<file path="src/ppsch_pkg.sv">
// Shared types and constants for the preemptive priority scheduler.
package ppsch_pkg;

    localparam int DEFAULT_NUM_TASKS = 16;

    localparam int TIME_W = 16;
    localparam int PRIO_W = 16;
    localparam int SLOT_W = 4;

    // Stream widths
    localparam int S_TDATA_W = 56;  // slot, arrival, burst, prio, padded to bytes
    localparam int S_TUSER_W = 1;   // func
    localparam int M_TDATA_W = 72;  // run_slot, finish_time, turnaround, waiting, now
    localparam int M_TUSER_W = 3;   // ran, first_run, finished

    localparam logic [TIME_W-1:0] CLOCK_MAX = '1;

    // Item kinds carried in the slave tuser
    localparam logic FUNC_LOAD = 1'b0;
    localparam logic FUNC_TICK = 1'b1;

    // One task slot as held in the table memory
    typedef struct packed {
        logic [TIME_W-1:0] arrival;
        logic [TIME_W-1:0] burst;
        logic [PRIO_W-1:0] prio;
        logic [TIME_W-1:0] remaining;
        logic              started;
    } t_task_entry;

endpackage

</file>
<file path="src/ppsch_table.sv">
// Task table: one synchronous memory with registered read and per-slot valid bits.
module ppsch_table #(
    parameter int NUM_TASKS = ppsch_pkg::DEFAULT_NUM_TASKS,
    parameter int IDX_W     = $clog2(NUM_TASKS)
) (
    input  logic                    i_clk,
    input  logic                    i_rst_n,
    input  logic                    i_rd_en,
    input  logic [IDX_W-1:0]        i_rd_addr,
    output ppsch_pkg::t_task_entry  o_rd_data,
    input  logic                    i_wr_en,
    input  logic [IDX_W-1:0]        i_wr_addr,
    input  ppsch_pkg::t_task_entry  i_wr_data
);
    import ppsch_pkg::*;

    t_task_entry            mem [NUM_TASKS];
    logic [NUM_TASKS-1:0]   r_valid;
    t_task_entry            r_rd_data;
    logic                   r_rd_vld;

    // Storage, no reset
    always_ff @(posedge i_clk) begin
        if (i_wr_en) begin
            mem[i_wr_addr] <= i_wr_data;
        end
        if (i_rd_en) begin
            r_rd_data <= mem[i_rd_addr];
        end
    end

    // Slot written since reset; an unwritten slot reads as all zero
    always_ff @(posedge i_clk) begin
        if (!i_rst_n) begin
            r_valid  <= '0;
            r_rd_vld <= 1'b0;
        end else begin
            if (i_wr_en) begin
                r_valid[i_wr_addr] <= 1'b1;
            end
            if (i_rd_en) begin
                r_rd_vld <= r_valid[i_rd_addr];
            end
        end
    end

    assign o_rd_data = r_rd_vld ? r_rd_data : '0;

endmodule

</file>
<file path="src/preemptive_priority_scheduler.sv">
// Top level of the preemptive priority scheduler: handshakes, scan sequencer, update.
//
//  Channel   Direction  Handshake                         Payload
//  s_axis    in         i_s_axis_tvalid / o_s_axis_tready tuser: func; tdata: slot, arrival,
//                                                         burst, prio
//  m_axis    out        o_m_axis_tvalid / i_m_axis_tready tuser: ran, first_run, finished;
//                                                         tdata: run_slot, finish_time,
//                                                         turnaround, waiting, now
//
// A load item writes its slot and loads the result register in ST_LOAD, then returns to ST_IDLE.
// A tick item runs the scan: the table memory has one read port, so ST_SCAN reads one slot
// a cycle, then ST_LAST compares the last slot and ST_DONE writes the winner back and
// loads the result register.
// Reset (synchronous, active low) clears the clock, the valid bits of the table and the
// handshake state; slots never loaded since reset read as inactive, so no clearing pass runs.
// A result waiting in the output register stalls only the final step of the next item.
module preemptive_priority_scheduler #(
    parameter int NUM_TASKS = ppsch_pkg::DEFAULT_NUM_TASKS
) (
    input  logic                            i_clk,
    input  logic                            i_rst_n,
    // slave side
    input  logic                            i_s_axis_tvalid,
    output logic                            o_s_axis_tready,
    // [3:0] slot, [19:4] arrival, [35:20] burst, [51:36] prio, [55:52] zero
    input  logic [ppsch_pkg::S_TDATA_W-1:0] i_s_axis_tdata,
    // [0] func
    input  logic [ppsch_pkg::S_TUSER_W-1:0] i_s_axis_tuser,
    // master side
    output logic                            o_m_axis_tvalid,
    input  logic                            i_m_axis_tready,
    // [3:0] run_slot, [19:4] finish_time, [35:20] turnaround, [51:36] waiting,
    // [67:52] now, [71:68] zero
    output logic [ppsch_pkg::M_TDATA_W-1:0] o_m_axis_tdata,
    // [0] ran, [1] first_run, [2] finished
    output logic [ppsch_pkg::M_TUSER_W-1:0] o_m_axis_tuser
);
    import ppsch_pkg::*;

    localparam int IDX_W = $clog2(NUM_TASKS);
    localparam logic [IDX_W-1:0] LAST_IDX = IDX_W'(NUM_TASKS - 1);

    localparam logic [2:0] ST_IDLE = 3'd0;
    localparam logic [2:0] ST_LOAD = 3'd1;
    localparam logic [2:0] ST_SCAN = 3'd2;
    localparam logic [2:0] ST_LAST = 3'd3;
    localparam logic [2:0] ST_DONE = 3'd4;

    logic [2:0]         r_state, n_state;

    // Captured input item
    logic               r_func;
    logic [SLOT_W-1:0]  r_slot;
    logic [TIME_W-1:0]  r_arrival;
    logic [TIME_W-1:0]  r_burst;
    logic [PRIO_W-1:0]  r_prio;

    logic [TIME_W-1:0]  r_now;

    // Scan state
    logic [IDX_W-1:0]   r_ptr;
    logic               r_cmp_vld;
    logic [IDX_W-1:0]   r_cmp_idx;
    logic               r_found;
    logic [IDX_W-1:0]   r_best_idx;
    t_task_entry        r_best;

    // Output register
    logic                   r_m_tvalid;
    logic [M_TDATA_W-1:0]   r_m_tdata;
    logic [M_TUSER_W-1:0]   r_m_tuser;

    // Table port signals
    logic               tbl_rd_en;
    t_task_entry        tbl_rd_data;
    logic               tbl_wr_en;
    logic [IDX_W-1:0]   tbl_wr_addr;
    t_task_entry        tbl_wr_data;

    logic               in_accept;
    logic               out_free;
    logic               slot_in_range;
    logic               cand_elig;
    logic               cand_better;
    logic [TIME_W-1:0]  now_next;
    logic [TIME_W-1:0]  rem_dec;
    logic               fin;
    logic [TIME_W-1:0]  tat;
    logic [TIME_W-1:0]  wt;
    logic [TIME_W-1:0]  tick_finish;
    logic [TIME_W-1:0]  tick_tat;
    logic [TIME_W-1:0]  tick_wt;

    assign in_accept       = i_s_axis_tvalid && o_s_axis_tready;
    assign out_free        = !r_m_tvalid || i_m_axis_tready;
    assign o_s_axis_tready = (r_state == ST_IDLE);
    assign o_m_axis_tvalid = r_m_tvalid;
    assign o_m_axis_tdata  = r_m_tdata;
    assign o_m_axis_tuser  = r_m_tuser;

    assign slot_in_range = (32'(r_slot) < NUM_TASKS);

    // Candidate test on the slot read out last cycle; ascending scan keeps the lower slot on a tie
    assign cand_elig   = (tbl_rd_data.remaining != '0) && (tbl_rd_data.arrival <= r_now);
    assign cand_better = !r_found
                      || ($signed(tbl_rd_data.prio) > $signed(r_best.prio))
                      || ((tbl_rd_data.prio == r_best.prio)
                          && (tbl_rd_data.arrival < r_best.arrival));

    // Update arithmetic for the winner
    assign now_next = (r_now == CLOCK_MAX) ? r_now : r_now + 1'b1;
    assign rem_dec  = r_best.remaining - 1'b1;
    assign fin      = r_found && (rem_dec == '0);
    assign tat      = now_next - r_best.arrival;
    assign wt       = (tat >= r_best.burst) ? tat - r_best.burst : '0;

    assign tick_finish = fin ? now_next : '0;
    assign tick_tat    = fin ? tat : '0;
    assign tick_wt     = fin ? wt : '0;

    // Table access: scan reads, load or write-back writes
    always_comb begin
        tbl_rd_en   = (r_state == ST_SCAN);
        tbl_wr_en   = 1'b0;
        tbl_wr_addr = r_best_idx;
        tbl_wr_data = r_best;
        unique case (r_state)
            ST_LOAD: begin
                tbl_wr_en   = out_free && slot_in_range;
                tbl_wr_addr = IDX_W'(r_slot);
                tbl_wr_data = '{arrival:   r_arrival,
                                burst:     r_burst,
                                prio:      r_prio,
                                remaining: r_burst,
                                started:   1'b0};
            end
            ST_DONE: begin
                tbl_wr_en             = out_free && r_found;
                tbl_wr_data.remaining = rem_dec;
                tbl_wr_data.started   = 1'b1;
            end
            default: begin
            end
        endcase
    end

    // Sequencer
    always_comb begin
        n_state = r_state;
        unique case (r_state)
            ST_IDLE: begin
                if (in_accept) begin
                    n_state = (i_s_axis_tuser[0] == FUNC_LOAD) ? ST_LOAD : ST_SCAN;
                end
            end
            ST_LOAD: begin
                if (out_free) begin
                    n_state = ST_IDLE;
                end
            end
            ST_SCAN: begin
                if (r_ptr == LAST_IDX) begin
                    n_state = ST_LAST;
                end
            end
            ST_LAST: begin
                n_state = ST_DONE;
            end
            ST_DONE: begin
                if (out_free) begin
                    n_state = ST_IDLE;
                end
            end
            default: begin
                n_state = ST_IDLE;
            end
        endcase
    end

    // Control registers
    always_ff @(posedge i_clk) begin
        if (!i_rst_n) begin
            r_state    <= ST_IDLE;
            r_now      <= '0;
            r_cmp_vld  <= 1'b0;
            r_found    <= 1'b0;
            r_ptr      <= '0;
            r_m_tvalid <= 1'b0;
        end else begin
            r_state   <= n_state;
            r_cmp_vld <= (r_state == ST_SCAN);

            // Hold a stalled result, raise valid when a load or tick completes
            r_m_tvalid <= (r_m_tvalid && !i_m_axis_tready)
                       || (out_free && (r_state == ST_LOAD || r_state == ST_DONE));

            unique case (r_state)
                ST_IDLE: begin
                    r_ptr   <= '0;
                    r_found <= 1'b0;
                end
                ST_SCAN: begin
                    r_ptr <= r_ptr + 1'b1;
                end
                ST_DONE: begin
                    if (out_free) begin
                        r_now <= now_next;
                    end
                end
                default: begin
                end
            endcase

            // Take the candidate if it beats the best so far
            if (r_cmp_vld && cand_elig && cand_better) begin
                r_found <= 1'b1;
            end
        end
    end

    // Payload registers
    always_ff @(posedge i_clk) begin
        if (in_accept) begin
            r_func    <= i_s_axis_tuser[0];
            r_slot    <= i_s_axis_tdata[3:0];
            r_arrival <= i_s_axis_tdata[19:4];
            r_burst   <= i_s_axis_tdata[35:20];
            r_prio    <= i_s_axis_tdata[51:36];
        end

        r_cmp_idx <= r_ptr;
        if (r_cmp_vld && cand_elig && cand_better) begin
            r_best_idx <= r_cmp_idx;
            r_best     <= tbl_rd_data;
        end

        if (out_free && (r_state == ST_LOAD || r_state == ST_DONE)) begin
            if (r_func == FUNC_TICK && r_found) begin
                r_m_tuser <= {fin, !r_best.started, 1'b1};
                r_m_tdata <= {4'b0, now_next, tick_wt, tick_tat, tick_finish,
                              SLOT_W'(r_best_idx)};
            end else if (r_func == FUNC_TICK) begin
                // Idle tick: only the clock moves
                r_m_tuser <= '0;
                r_m_tdata <= {4'b0, now_next, {(3*TIME_W + SLOT_W){1'b0}}};
            end else begin
                r_m_tuser <= '0;
                r_m_tdata <= {4'b0, r_now, {(3*TIME_W + SLOT_W){1'b0}}};
            end
        end
    end

    ppsch_table #(
        .NUM_TASKS (NUM_TASKS),
        .IDX_W     (IDX_W)
    ) u_table (
        .i_clk     (i_clk),
        .i_rst_n   (i_rst_n),
        .i_rd_en   (tbl_rd_en),
        .i_rd_addr (r_ptr),
        .o_rd_data (tbl_rd_data),
        .i_wr_en   (tbl_wr_en),
        .i_wr_addr (tbl_wr_addr),
        .i_wr_data (tbl_wr_data)
    );

endmodule

</file>
<file path="config.mk">
export PLATFORM = sky130hd
export DESIGN_NAME = preemptive_priority_scheduler
export DESIGN_NICKNAME = d
export VERILOG_FILES = /design/src/ppsch_pkg.sv /design/src/ppsch_table.sv /design/src/preemptive_priority_scheduler.sv
export SDC_FILE = /design/constraint.sdc
export NUM_CORES = 2
export LEC_CHECK = 0
export ABC_AREA = 1
export BUFFER_PORTS_ARGS = -buffer_cell sky130_fd_sc_hd__clkbuf_2
export CAP_MARGIN = 40
export CORE_ASPECT_RATIO = 1.2
export CORE_MARGIN = 2
export CORE_UTILIZATION = 50
export DETAILED_ROUTE_END_ITERATION = 8
export PLACE_DENSITY = 0.63
export SLEW_MARGIN = 25
export SYNTH_ARGS = -nofsm -noshare
export SYNTH_HDL_FRONTEND = slang
export SYNTH_SLANG_ARGS = --single-unit
</file>
<file path="constraint.sdc">
create_clock -name i_clk -period 9.7 [get_ports i_clk]
set_input_delay 1.94 -clock i_clk [delete_from_list [all_inputs] [get_ports i_clk]]
set_output_delay 1.94 -clock i_clk [all_outputs]
set_load 0.005 [all_outputs]
</file>
==> reports/metrics.yaml <==
status:
  status: "finished clean"
sta:
  fin_crit_sh_pct: 57.45
  clock-skew-final_ps: 22.45
  fin_crit_ps: 5573
  rsz0062_at_grt: "false"
  setup_slack_ps: 4127
  max_freq_ghz: 0.1794
  hold_violations: 0
  max_slew_margin_pct: 25.16
  slew_violations: 0
  worstMarginPinSlew_ps: 1123
  setup_viol: 0
  fin_setup_tns_ps: 0
setup_path:
  required_ps: 10300
  critPathTopFamily: "simple AND/OR/NAND/NOR gates"
  slowest_delay_ps: 470
  worstSetupPathType: "flip-flop to flip-flop"
  cp_max_fo: 16
  cp.arrival_ps: 6170
  cp_common_cell: "nor2_1"
  endpoint_kind: "flip-flop"
  start_kind: "flip-flop"
  crit_path_top_delay_cell: "dfxtp_1"
  crit_buf_inv: 3
  r2r_setup_slack_ps: 4130
synth:
  synth_area_leaders: "edfxtp_1 (69%), mux2i_1 (4.6%), o21ai_0 (3.8%)"
  synth_fa_ha_area_share_pct: 1.893
  synth.distinct_cells: 53
  yosysSeqAreaShare_pct: 70.87
  async_flop_share_pct: 0
  synth_area_mm2: 0.05632
  ys_ff_latch: 1345
  synth_edf_count: 1298
  synthMuxAreaShare_pct: 4.621
  synth_xor_area_share_pct: 0.6975
  synth-simple-area-share_pct: 5.403
  synth_cells: 4307
  synth_compound_area_share_pct: 11.10
  syn_avg_cell_area_um2: 13.08
  yosysTopAreaCellShare_pct: 69.20
  ys_dominant_reg_cell: "edfxtp_1"
  synth_area_leader_cell: "edfxtp_1"
  synth_top_family_by_area: "compound AO/OA/AOI/OAI gates"
  yosysWarnings: 0
floorplan:
  die_h_um: 371.7
  rows: 134
  pin_count: 138
  initial_core_util_pct: 50.52
  coreArea_mm2: 0.1115
  dieArea_mm2: 0.1154
  die_w_um: 310.4
cts:
  clk_path_buf_depth: 3
  cts_resized: 0
  cts_sinks: 1345
  cts_setup_buffers: 0
  cts_tree: "yes"
  numCtsBuffers: 137
  path_clk_slew_ps: 60
  cts-root-buf: "clkbuf_16"
  postCtsHoldBufs: 0
  htreeDepth: 4
  insertion_delay_ps: 770
placement:
  gp_congestion: 0.8831
  dp_cells: 5827
  portBuffers: 129
  place_ws_ps: 4208
  post-dp-hpwl_mm: 78.67
grt:
  grt_pass1_vias: 32686
  busiest_layer: "met2"
  grtUsageMet3_pct: 3.847
  grt_first_pass_wirelength_mm: 203.9
  track_usage_pct: 24.18
  antenna_found_initial: 1
  grt_max_degree: 193
  use_met1_pct: 31.80
  gr-usage-met2_pct: 41.08
  grt.overflow.total: 0
layout:
  fin_cells: 6084
  antenna_cells: 0
  syn_to_final_growth_pct: 13.28
  final_layout_size_suffix_gt1_share_pct: 11.73
  postLayoutCoreUtil_pct: 57.23
  final_nets: 4619
job:
  cap_violations: 0
detailed_routing:
  dr.pass1.iters: 5
  via_per_inst: 5.599
  wl_per_cell_um: 22.75
  ant_nets: 0
  drc: 0
  vias: 34063
  wl_mm: 138.4
  drtIter0Drc: 2957
power:
  power_density_mw_per_mm2: 213.9
  leakagePower_nw: 23.00
  total_power_mw: 13.65
  ir_drop_mv: 0.2205
min_path:
  hold_class: "flip-flop to flip-flop"
-- cell families after synthesis --
kind of cell / Yosys count
adder cells (fa/ha/maj): 84
XOR/XNOR: 44
buffers and inverters: 790
AND/OR/NAND/NOR: 694
other: 1
multiplexers: 260
AO/OA/AOI/OAI: 1089
flip-flops: 1345
-- worst paths after layout --
check / end / cells after the start / start
setup / recovery: o_m_axis_tdata[36] / 25 / r_now[1]
hold / removal: r_best_idx[1] / 0 / r_cmp_idx[1]
setup reg to reg: o_m_axis_tdata[36] / 25 / r_now[1]
hold reg to reg: r_best_idx[1] / 0 / r_cmp_idx[1]
-- metal layers --
| layer | share of wire, % | vias up |
|---|---|---|
| met5 | 0 | - |
| met4 | 2.7 | 0 |
| met3 | 6.8 | 234 |
| met2 | 49 | 1192 |
| met1 | 41 | 16734 |
| li1 | - | 15903 |
-- state kept, by name (all words and copies together) (netlist names), 3 cells and up --
name / count
o_m_axis_tuser: 3
r_arrival: 16
u_table.mem: 1040
r_state: 3
r_cmp_idx: 4
r_ptr: 4
u_table.r_valid: 16
r_now: 16
r_prio: 16
r_burst: 16
o_m_axis_tdata: 68
r_best: 65
r_slot: 4
r_best_idx: 4
u_table.r_rd_data: 65
-- report_power, final --
| part | internal (mW) | leakage [nW] | switching (mW) | total [mW] |
|---|---|---|---|---|
| sequential | 6.77 | 12.3 | 0.0806 | 6.85 |
| clock | 3.08 | 2.22 | 2.24 | 5.31 |
| combinational | 0.465 | 8.51 | 1.02 | 1.48 |
| total | 10.3 | 23.0 | 3.33 | 13.6 |
-- cell usage after synthesis, types with 2 or more instances --
master	instances
a31oi_1	3
o21ai_0	429
nor4_1	5
a21oi_1	345
dfxtp_1	47
inv_1	539
fa_1	2
o211ai_1	275
o21ai_1	4
clkinv_1	3
buf_1	16
a21oi_2	5
buf_2	39
and2_1	2
mux2i_1	260
nand2_1	392
nor2_4	16
xor2_1	29
nand3_1	113
buf_6	2
nand3b_1	3
clkbuf_1	167
edfxtp_1	1298
o21ai_2	2
nor3_1	17
a211oi_1	2
inv_2	20
ha_1	82
nand4_1	10
xnor2_1	14
nor2_2	4
buf_4	4
nor2_1	120
o221ai_1	5
a21o_1	5
nand2_2	2
o31ai_1	3
nor3_2	5
o21bai_1	4
-- through the flow --
stage | area [µm²] | hold WS (ps)
5_1_grt | 63800 | 421.5
4_1_cts | 63750 | 402.8
3_5_place_dp | 59220 | 388.7
6_report | 63800 | 401.6
2_1_floorplan | 56340 | 329.0
3_3_place_gp | 58730 | 385.5
-- layout make-up --
type / count / area (µm²)
Clock buffer: 161 / 3550
Clock inverter: 92 / 978.4
Fill cell: 8916 / 47690
Inverter: 562 / 2163
Multi-Input combinational cell: 2175 / 13390
Sequential cell: 1345 / 39940
Tap cell: 1496 / 1872
Timing Repair Buffer: 253 / 1914
-- placed cells by master (no fill, tap or decap), types with 22 or more instances in the layout --
cell,Yosys,layout
edfxtp_1,1298,1298
inv_1,539,529
o21ai_0,429,424
nand2_1,392,392
a21oi_1,345,345
o211ai_1,275,275
mux2i_1,260,260
clkbuf_16,0,138
clkbuf_2,0,129
nor2_1,120,119
nand3_1,113,113
buf_4,4,96
ha_1,82,82
dfxtp_1,47,42
xor2_1,29,29
clkinv_2,0,28
clkinv_1,3,27
clkbuf_1,167,22
No activity file was read; power rests on OpenSTA's default activity.
